## src/sv/gkl_pkg.sv

```systemverilog
// package for the symmetric kl divergence block: widths, codes and the
// command/status structs shared by the controller and the datapath
// no dependencies
package gkl_pkg;

   // fixed field widths
   localparam int DATA_W        = 32;
   localparam int VSUM_W        = DATA_W + 1;
   localparam int PROD_W        = DATA_W + VSUM_W;
   localparam int SQ_W          = 2 * DATA_W;
   localparam int SUM_W         = 48;
   localparam int STAT_W        = 2;
   localparam int FRAC_BITS_DEF = 16;

   localparam logic [SUM_W-1:0] SUM_MAX = {SUM_W{1'b1}};

   // status codes
   localparam logic [STAT_W-1:0] ST_OK       = 2'd0;
   localparam logic [STAT_W-1:0] ST_ZERO_VAR = 2'd1;
   localparam logic [STAT_W-1:0] ST_SAT      = 2'd2;

   // multiplier passes, issued in this order
   localparam int MUL_OP_W = 3;
   typedef logic [MUL_OP_W-1:0] mul_op_type;
   localparam mul_op_type OP_DM2 = 3'd0;   // (ma-mb)^2
   localparam mul_op_type OP_DV2 = 3'd1;   // (va-vb)^2
   localparam mul_op_type OP_DEN = 3'd2;   // va*vb
   localparam mul_op_type OP_P0  = 3'd3;   // low half of (ma-mb)^2 times (va+vb)
   localparam mul_op_type OP_P1  = 3'd4;   // high half of (ma-mb)^2 times (va+vb)
   localparam int MUL_OPS = 5;

   // divider steps, one quotient bit each
   localparam int DIV_STEPS = SUM_W;
   localparam int CNT_W     = $clog2(DIV_STEPS);

   typedef struct packed {
      logic       load;
      logic       prep;
      logic       mul_en;
      mul_op_type mul_op;
      logic       wr_en;
      mul_op_type wr_op;
      logic       sat_chk;
      logic       div_step;
      logic       acc;
      logic       emit;
   } cmd_type;

   typedef struct packed {
      logic zero_var;
      logic last;
   } stat_type;

endpackage

```

## src/sv/gkl_datapath.sv

```systemverilog
// datapath: operand registers, shared multiplier, numerator build,
// bit-serial divider, running sum and output register
// depends on gkl_pkg
module gkl_datapath
   import gkl_pkg::*;
#(
   parameter int FRAC_BITS = FRAC_BITS_DEF
) (
   input  logic                clock,
   input  logic                reset,
   input  cmd_type             cmd,
   output stat_type            stat,
   input  logic [DATA_W-1:0]   mean_a,
   input  logic [DATA_W-1:0]   var_a,
   input  logic [DATA_W-1:0]   mean_b,
   input  logic [DATA_W-1:0]   var_b,
   input  logic                last_dim,
   output logic [SUM_W-1:0]    distance,
   output logic [STAT_W-1:0]   status
);

   // numerator holds (va-vb)^2 << FRAC_BITS plus (ma-mb)^2*(va+vb)
   localparam int NUM_A_W = SQ_W + FRAC_BITS;
   localparam int NUM_B_W = SQ_W + VSUM_W;
   localparam int NUM_W   = ((NUM_A_W > NUM_B_W) ? NUM_A_W : NUM_B_W) + 1;
   localparam int CMP_W   = SQ_W + SUM_W;

   // captured transaction
   logic [DATA_W-1:0] ma_ff, va_ff, mb_ff, vb_ff;
   logic              last_ff;

   // prepared operands
   logic [DATA_W-1:0] dv_ff, dv_in;
   logic [DATA_W-1:0] dmag_ff, dmag_in;
   logic [VSUM_W-1:0] vs_ff, vs_in;
   logic [VSUM_W-1:0] dm_diff, dm_neg;

   // multiplier
   logic [DATA_W-1:0] mul_a;
   logic [VSUM_W-1:0] mul_b;
   logic [PROD_W-1:0] prod_ff, prod_in;

   // products and numerator
   logic [SQ_W-1:0]  dm2_ff, den_ff;
   logic [NUM_W-1:0] num_ff;

   // divider
   logic               sat_ff;
   logic [SQ_W-1:0]    rem_ff;
   logic [SUM_W-1:0]   q_ff;
   logic [SQ_W:0]      trial, trial_diff;
   logic               trial_ge;

   // accumulation
   logic [SUM_W-1:0]   sum_ff, sum_in;
   logic [STAT_W-1:0]  stk_ff, stk_in;
   logic [SUM_W-1:0]   term, sum_next;
   logic [SUM_W:0]     sum_wide;
   logic [STAT_W-1:0]  stk_next;
   logic [SUM_W-1:0]   dist_ff;
   logic [STAT_W-1:0]  rstat_ff;

   assign stat.zero_var = (va_ff == '0) || (vb_ff == '0);
   assign stat.last     = last_ff;

   // capture the transaction
   always_ff @(posedge clock) begin
      if (cmd.load) begin
         ma_ff   <= mean_a;
         va_ff   <= var_a;
         mb_ff   <= mean_b;
         vb_ff   <= var_b;
         last_ff <= last_dim;
      end
   end

   // differences and variance sum
   always_comb begin
      dv_in   = (va_ff > vb_ff) ? (va_ff - vb_ff) : (vb_ff - va_ff);
      dm_diff = {ma_ff[DATA_W-1], ma_ff} - {mb_ff[DATA_W-1], mb_ff};
      dm_neg  = '0 - dm_diff;
      dmag_in = dm_diff[VSUM_W-1] ? dm_neg[DATA_W-1:0] : dm_diff[DATA_W-1:0];
      vs_in   = {1'b0, va_ff} + {1'b0, vb_ff};
   end

   always_ff @(posedge clock) begin
      if (cmd.prep) begin
         dv_ff   <= dv_in;
         dmag_ff <= dmag_in;
         vs_ff   <= vs_in;
      end
   end

   // shared multiplier operand select
   always_comb begin
      mul_a = '0;
      mul_b = '0;
      case (cmd.mul_op)
         OP_DM2: begin
            mul_a = dmag_ff;
            mul_b = {1'b0, dmag_ff};
         end
         OP_DV2: begin
            mul_a = dv_ff;
            mul_b = {1'b0, dv_ff};
         end
         OP_DEN: begin
            mul_a = va_ff;
            mul_b = {1'b0, vb_ff};
         end
         OP_P0: begin
            mul_a = dm2_ff[DATA_W-1:0];
            mul_b = vs_ff;
         end
         OP_P1: begin
            mul_a = dm2_ff[SQ_W-1:DATA_W];
            mul_b = vs_ff;
         end
         default: begin
            mul_a = '0;
            mul_b = '0;
         end
      endcase
      prod_in = PROD_W'(mul_a) * PROD_W'(mul_b);
   end

   always_ff @(posedge clock) begin
      if (cmd.mul_en) begin
         prod_ff <= prod_in;
      end
   end

   // product write-back and numerator build
   always_ff @(posedge clock) begin
      if (cmd.wr_en) begin
         case (cmd.wr_op)
            OP_DM2: dm2_ff <= prod_ff[SQ_W-1:0];
            OP_DV2: num_ff <= NUM_W'(prod_ff[SQ_W-1:0]) << FRAC_BITS;
            OP_DEN: den_ff <= prod_ff[SQ_W-1:0];
            OP_P0:  num_ff <= num_ff + NUM_W'(prod_ff);
            OP_P1:  num_ff <= num_ff + (NUM_W'(prod_ff) << DATA_W);
            default: ;
         endcase
      end
   end

   // divider: quotient overflow check, then one restoring step a cycle
   always_comb begin
      trial      = {rem_ff, q_ff[SUM_W-1]};
      trial_ge   = trial >= {1'b0, den_ff};
      trial_diff = trial - {1'b0, den_ff};
   end

   always_ff @(posedge clock) begin
      if (cmd.sat_chk) begin
         sat_ff <= CMP_W'(num_ff) >= {den_ff, {SUM_W{1'b0}}};
         rem_ff <= SQ_W'(num_ff >> SUM_W);
         q_ff   <= num_ff[SUM_W-1:0];
      end else if (cmd.div_step) begin
         rem_ff <= trial_ge ? trial_diff[SQ_W-1:0] : trial[SQ_W-1:0];
         q_ff   <= {q_ff[SUM_W-2:0], trial_ge};
      end
   end

   // running sum with saturation and sticky status
   always_comb begin
      term     = sat_ff ? SUM_MAX : q_ff;
      sum_wide = {1'b0, sum_ff} + {1'b0, term};
      sum_next = sum_ff;
      stk_next = stk_ff;
      if (cmd.acc) begin
         if (stat.zero_var) begin
            stk_next = ST_ZERO_VAR;
         end else if (sum_wide[SUM_W]) begin
            sum_next = SUM_MAX;
            if (stk_ff == ST_OK) begin
               stk_next = ST_SAT;
            end
         end else begin
            sum_next = sum_wide[SUM_W-1:0];
         end
      end
      sum_in = cmd.emit ? '0 : sum_next;
      stk_in = cmd.emit ? ST_OK : stk_next;
   end

   always_ff @(posedge clock) begin
      if (reset) begin
         sum_ff <= '0;
         stk_ff <= ST_OK;
      end else begin
         sum_ff <= sum_in;
         stk_ff <= stk_in;
      end
   end

   // output register
   always_ff @(posedge clock) begin
      if (cmd.emit) begin
         dist_ff  <= sum_next;
         rstat_ff <= stk_next;
      end
   end

   assign distance = dist_ff;
   assign status   = rstat_ff;

endmodule

```

## src/sv/gkl_ctrl.sv

```systemverilog
// controller: sequences capture, multiplier passes, divider steps and
// accumulation, and owns both handshakes
// depends on gkl_pkg
module gkl_ctrl
   import gkl_pkg::*;
(
   input  logic     clock,
   input  logic     reset,
   input  logic     req_tvalid,
   output logic     req_tready,
   output logic     rsp_tvalid,
   input  logic     rsp_tready,
   input  stat_type stat,
   output cmd_type  cmd
);

   localparam logic [2:0] S_IDLE = 3'd0;
   localparam logic [2:0] S_PREP = 3'd1;
   localparam logic [2:0] S_MUL  = 3'd2;
   localparam logic [2:0] S_SAT  = 3'd3;
   localparam logic [2:0] S_DIV  = 3'd4;
   localparam logic [2:0] S_ACC  = 3'd5;
   localparam logic [2:0] S_EMIT = 3'd6;

   logic [2:0]       state_ff, state_in;
   logic [CNT_W-1:0] cnt_ff, cnt_in;
   logic             rsp_valid_ff, rsp_valid_in;
   logic             out_free;

   assign out_free   = !rsp_valid_ff || rsp_tready;
   assign req_tready = (state_ff == S_IDLE);
   assign rsp_tvalid = rsp_valid_ff;

   // next state and commands
   always_comb begin
      state_in = state_ff;
      cnt_in   = cnt_ff;
      cmd      = '0;
      unique case (state_ff)
         S_IDLE: begin
            if (req_tvalid) begin
               cmd.load = 1'b1;
               state_in = S_PREP;
            end
         end
         S_PREP: begin
            cnt_in = '0;
            if (stat.zero_var) begin
               state_in = S_ACC;
            end else begin
               cmd.prep = 1'b1;
               state_in = S_MUL;
            end
         end
         S_MUL: begin
            // issue pass n while writing back pass n-1
            cmd.mul_en = (cnt_ff < CNT_W'(MUL_OPS));
            cmd.mul_op = mul_op_type'(cnt_ff);
            cmd.wr_en  = (cnt_ff != '0);
            cmd.wr_op  = mul_op_type'(cnt_ff - 1'b1);
            if (cnt_ff == CNT_W'(MUL_OPS)) begin
               cnt_in   = '0;
               state_in = S_SAT;
            end else begin
               cnt_in = cnt_ff + 1'b1;
            end
         end
         S_SAT: begin
            cmd.sat_chk = 1'b1;
            cnt_in      = '0;
            state_in    = S_DIV;
         end
         S_DIV: begin
            cmd.div_step = 1'b1;
            cnt_in       = cnt_ff + 1'b1;
            if (cnt_ff == CNT_W'(DIV_STEPS - 1)) begin
               cnt_in   = '0;
               state_in = S_ACC;
            end
         end
         S_ACC: begin
            cmd.acc = 1'b1;
            if (!stat.last) begin
               state_in = S_IDLE;
            end else if (out_free) begin
               cmd.emit = 1'b1;
               state_in = S_IDLE;
            end else begin
               state_in = S_EMIT;
            end
         end
         S_EMIT: begin
            if (out_free) begin
               cmd.emit = 1'b1;
               state_in = S_IDLE;
            end
         end
         default: begin
            state_in = S_IDLE;
         end
      endcase
   end

   // result valid flag
   always_comb begin
      rsp_valid_in = rsp_valid_ff;
      if (cmd.emit) begin
         rsp_valid_in = 1'b1;
      end else if (rsp_tready) begin
         rsp_valid_in = 1'b0;
      end
   end

   always_ff @(posedge clock) begin
      if (reset) begin
         state_ff     <= S_IDLE;
         cnt_ff       <= '0;
         rsp_valid_ff <= 1'b0;
      end else begin
         state_ff     <= state_in;
         cnt_ff       <= cnt_in;
         rsp_valid_ff <= rsp_valid_in;
      end
   end

   // datapath phases never overlap
   a_phase_onehot: assert property (@(posedge clock) disable iff (reset)
      $onehot0({cmd.load, cmd.prep, cmd.sat_chk, cmd.div_step, cmd.acc}))
      else $error("datapath phases overlap");

   // every multiplier pass is written back in the following cycle
   a_mul_writeback: assert property (@(posedge clock) disable iff (reset)
      cmd.mul_en |=> cmd.wr_en)
      else $error("multiplier product not written back");

   // the overflow check is followed directly by the divider
   a_sat_then_div: assert property (@(posedge clock) disable iff (reset)
      cmd.sat_chk |=> cmd.div_step)
      else $error("divider did not start after overflow check");

   // a loaded result is presented on the next cycle
   a_emit_valid: assert property (@(posedge clock) disable iff (reset)
      cmd.emit |=> rsp_tvalid)
      else $error("result not presented after load");

   // divider counter stays in range
   a_div_count: assert property (@(posedge clock) disable iff (reset)
      (state_ff == S_DIV) |-> (cnt_ff < CNT_W'(DIV_STEPS)))
      else $error("divider step count out of range");

endmodule

```

## src/sv/gaussian_kl_divergence_top.sv

```systemverilog
// symmetric kl divergence of two diagonal gaussians, one dimension per transaction
// a zero-variance dimension skips the multiplier and divider and goes straight to accumulation
// a new transaction is accepted only once the previous one is through; its time is set by the 48-step
// bit-serial divider plus five passes of the shared multiplier
// reset: synchronous, active high; clears the running sum, sticky status and result valid
// depends on gkl_pkg, gkl_ctrl and gkl_datapath
module gaussian_kl_divergence_top
   import gkl_pkg::*;
#(
   parameter int FRAC_BITS = FRAC_BITS_DEF
) (
   input  logic                  clock,
   input  logic                  reset,
   input  logic                  req_tvalid,
   output logic                  req_tready,
   input  logic [4*DATA_W-1:0]   req_tdata,   // mean_a, var_a, mean_b, var_b
   input  logic                  req_tlast,   // last_dim
   output logic                  rsp_tvalid,
   input  logic                  rsp_tready,
   output logic [SUM_W-1:0]      rsp_tdata,   // distance
   output logic [STAT_W-1:0]     rsp_tuser    // status
);

   cmd_type  cmd;
   stat_type stat;

   gkl_ctrl u_ctrl (
      .clock      (clock),
      .reset      (reset),
      .req_tvalid (req_tvalid),
      .req_tready (req_tready),
      .rsp_tvalid (rsp_tvalid),
      .rsp_tready (rsp_tready),
      .stat       (stat),
      .cmd        (cmd)
   );

   gkl_datapath #(
      .FRAC_BITS (FRAC_BITS)
   ) u_datapath (
      .clock    (clock),
      .reset    (reset),
      .cmd      (cmd),
      .stat     (stat),
      .mean_a   (req_tdata[DATA_W-1:0]),
      .var_a    (req_tdata[2*DATA_W-1:DATA_W]),
      .mean_b   (req_tdata[3*DATA_W-1:2*DATA_W]),
      .var_b    (req_tdata[4*DATA_W-1:3*DATA_W]),
      .last_dim (req_tlast),
      .distance (rsp_tdata),
      .status   (rsp_tuser)
   );

endmodule
```

## config.mk

```make
export PLATFORM = sky130hd
export DESIGN_NAME = gaussian_kl_divergence_top
export DESIGN_NICKNAME = d
export VERILOG_FILES = /design/src/sv/gkl_pkg.sv /design/src/sv/gkl_datapath.sv /design/src/sv/gkl_ctrl.sv /design/src/sv/gaussian_kl_divergence_top.sv
export SDC_FILE = /design/constraint.sdc
export NUM_CORES = 2
export LEC_CHECK = 0
export BUFFER_PORTS_ARGS = -buffer_cell sky130_fd_sc_hd__buf_4
export CAP_MARGIN = 25
export CORE_MARGIN = 4
export CORE_UTILIZATION = 40
export CTS_CLUSTER_SIZE = 40
export DETAILED_ROUTE_END_ITERATION = 12
export GPL_TIMING_DRIVEN = 0
export PLACE_DENSITY = 0.56
export SLEW_MARGIN = 20
export SYNTH_ARGS = -nofsm -noshare
export SYNTH_HDL_FRONTEND = slang
export SYNTH_SLANG_ARGS = --single-unit
```

## constraint.sdc

```tcl
create_clock -name clock -period 18.8 [get_ports clock]
set_input_delay 2.82 -clock clock [delete_from_list [all_inputs] [get_ports clock]]
set_output_delay 2.82 -clock clock [all_outputs]
set_load 0.01 [all_outputs]
```

==> flow_summary.json <==
{
  "run_status": "complete, no violations",
  "ys_top_cells_by_area": "edfxtp_1 24%, fa_1 22%, ha_1 10%, inv_1 5.6%, nand2_1 4.8%",
  "drt_wl_total_um": 341000,
  "synth_top_family_by_area": "adder cells",
  "syn_inst": 9198,
  "ys_seq_elements": 739,
  "io_pins": 185,
  "tns_ns": 0,
  "final_cell_mix": "1,255 x inv_1, 1,086 x nand2_1, 934 x fa_1, 869 x nor2_1, 688 x ha_1",
  "cp_slowest_cell": "nor3_1",
  "setup_violations": 0,
  "cts_buffers": 84,
  "tightest_slew_ns": 1.18,
  "synth_top_area_share_pct": 23.7,
  "fmax_ghz": 0.0696,
  "track_usage_pct": 30.9,
  "regArea_um2": 21500,
  "hold_depth": 2,
  "postSynth.asyncResetShare_pct": 0,
  "cpPeakStageDelay_ns": 0.87,
  "ys_warn_count": 0,
  "nets": 11300,
  "crit_required_ns": 19.25,
  "hold_path.class": "flop to flop",
  "ctsHoldBuffers": 0,
  "root_buffer": "clkbuf_16",
  "seq_area_frac_synth_pct": 25.5,
  "r2r_cells": 37,
  "critPathLaunchType": "flop",
  "syn2layout_area_growth_pct": 11.4,
  "hpwl_um": 282000,
  "synth_top_cell_by_area": "edfxtp_1",
  "clockBufferDepth": 3,
  "drc": 0,
  "syn_avg_cell_area_um2": 9.14,
  "first_pass_iters": 8,
  "die_h_um": 467,
  "antenna_left": 0,
  "drive_above_1_share_pct": 6.66,
  "core_um2": 209000,
  "fin_crit_sh_pct": 76.4,
  "grt_setup_unrepaired": "no",
  "relSlewSlack_pct": 21.1,
  "cpMostUsedCell": "fa_1",
  "synth_compound_area_share_pct": 15.3,
  "num_rows": 168,
  "dieArea_um2": 218000,
  "path_buf_inv": 11,
  "multiInputGateArea_um2": 56900,
  "grt_pass1_vias": 70900,
  "path_class": "flop to flop",
  "synthMuxAreaShare_pct": 0.283,
  "rrSetupSlack_ns": 4.44,
  "wl_per_cell_um": 27.4,
  "critPathLaunch": "u_ctrl.state_ff[1]$_SDFFE_PP0P_",
  "final_util_pct": 44.8,
  "crit_family": "adder cells",
  "ys.flop_type": "edfxtp_1",
  "cts_tree": "built",
  "r2r-start": "u_ctrl.state_ff[1]$_SDFFE_PP0P_",
  "vias": 71800,
  "synthSimpleGateAreaFrac_pct": 14.4,
  "slew_violations": 0,
  "synthDistinctLibCells": 102,
  "clk_pin_slew_ns": 0.06,
  "finClkSkew_ns": 0.0580,
  "reg2reg_to": "u_datapath.prod_ff[61]$_DFFE_PP_",
  "clkSinkCount": 739,
  "layout_commonest_cell": "inv_1",
  "die_x_um": 467,
  "grt_max_degree": 68,
  "synth_edf_count": 665,
  "synth-adder-area-share_pct": 32.5,
  "grt_antenna_before_repair": 18,
  "worst-endpoint-arrival_ns": 14.81,
  "htree_levels": 3,
  "grt_first_pass_wirelength_um": 490000,
  "port_buffers": 183,
  "vias_per_cell": 5.76,
  "cts-resized-gates": 0,
  "netlist_area_um2": 84100,
  "synth_xor_area_share_pct": 4.48,
  "drt_iter0_drc": 7426,
  "fillers": 20700,
  "cp-end-kind": "flop",
  "clk_latency_ns": 0.75,
  "min_to": "u_datapath.rem_ff[55]$_SDFFE_PP0P_",
  "gr-total-overflow": 0,
  "worstPathMaxFanout": 10,
  "maxCapViolations": 0,
  "syn_nets": 11000,
  "min_period_ns": 14.36,
  "initial_utilization_pct": 40.2,
  "holdCritStartpoint": "u_datapath.rem_ff[55]$_SDFFE_PP0P_",
  "place_congestion": 1.01,
  "finalHoldViolations": 0,
  "post_cts_buffers": 0
}
routing by layer:
metal / GRT usage, % / up-vias / routed length [um] / part of all wire [%]
li1: - / 31800 / - / -
met1: 42.0 / 35700 / 143000 / 42
met2: 46.0 / 3533 / 145000 / 42
met3: 6.60 / 760 / 30800 / 9.0
met4: 16.7 / 6 / 22100 / 6.5
met5: 0 / - / 42 / 0.012
logic make-up (layout without fill, tap and decap cells):
| group | Yosys count | count (layout) |
|---|---|---|
| AND/OR/NAND/NOR | 2732 | 2732 |
| AO/OA/AOI/OAI | 1953 | 1953 |
| buffers and inverters | 1699 | 2134 |
| adder cells (fa/ha/maj) | 1622 | 1622 |
| flip-flops | 739 | 739 |
| XOR/XNOR | 430 | 430 |
| multiplexers | 23 | 23 |
| other | 0 | 17 |
state kept, by name, indices dropped and copies added, names as in the netlist, 33 cells and up:
signal / flops
u_datapath.den_ff: 64
u_datapath.dm2_ff: 64
u_datapath.prod_ff: 65
u_datapath.vs_ff: 33
u_datapath.distance: 48
u_datapath.sum_ff: 48
u_datapath.num_ff: 98
u_datapath.rem_ff: 64
u_datapath.q_ff: 48
how the worst max path moves through the flow:
stage	to	slack, ns	depth (start not counted)
floorplan	u_datapath.prod_ff[61]$_DFFE_PP_	8.91	37
global placement	u_datapath.prod_ff[57]$_DFFE_PP_	4.72	37
global route	u_datapath.prod_ff[61]$_DFFE_PP_	4.18	37
detailed placement	u_datapath.prod_ff[61]$_DFFE_PP_	4.89	37
finish	u_datapath.prod_ff[61]$_DFFE_PP_	4.44	37
CTS	u_datapath.prod_ff[61]$_DFFE_PP_	4.78	37
metrics by stage:
step	std cells	hold WS [ns]	cell area [um2]	setup WS [ns]
after floorplan	9198	0.453	84100	8.91
after global placement	12200	0.480	89000	4.72
after detailed placement	12300	0.485	90700	4.89
after CTS	12400	0.495	93600	4.78
after global routing	12400	0.526	93700	4.18
final	12500	0.496	93700	4.44
layout make-up:
| type | instances | area share, % |
|---|---|---|
| Antenna cell | 17 | 0.0454 |
| Clock buffer | 98 | 2.41 |
| Timing Repair Buffer | 281 | 2.63 |
| Inverter | 1260 | 5.05 |
| Sequential cell | 739 | 22.9 |
| Multi-Input combinational cell | 6760 | 60.7 |
| Clock inverter | 56 | 0.723 |
| Buffer | 439 | 1.81 |
| Tap cell | 2805 | 3.74 |
worst min-delay path: stages (launching register included):
cell and delay (ns):
dfxtp_1 0.32, nand2_1 0.06, o21ai_0 0.07
cells in the mapped netlist (13+ instances only):
master    number
ha_1         688
or2_2         74
a22o_1        65
nand3_1      110
nor4_1        44
xnor2_1      259
o21bai_1      99
o21ai_0      357
o211ai_1      23
a22oi_1       47
nor3_1        99
nor2b_1       60
fa_1         934
o22ai_1       24
buf_1         19
dfxtp_1       74
and4_1        13
nor2_1       871
o21a_1        46
o21ai_1       15
and3_1        45
or3_1         22
edfxtp_1     665
a21oi_1      549
a21o_1       241
a31oi_1       89
a21boi_0      21
nand2b_1      63
a221oi_1      41
a221o_1       40
buf_2         26
a211o_1       40
and2_1        74
xor2_1       171
a211oi_1      66
o31ai_1       29
nand4_1      116
clkbuf_1     391
o31a_1        15
inv_1       1256
mux2i_1       20
nand2_1     1086
Power is not shown: default switching activity piles up to over one toggle a cycle in this logic, so the estimate is an artifact.
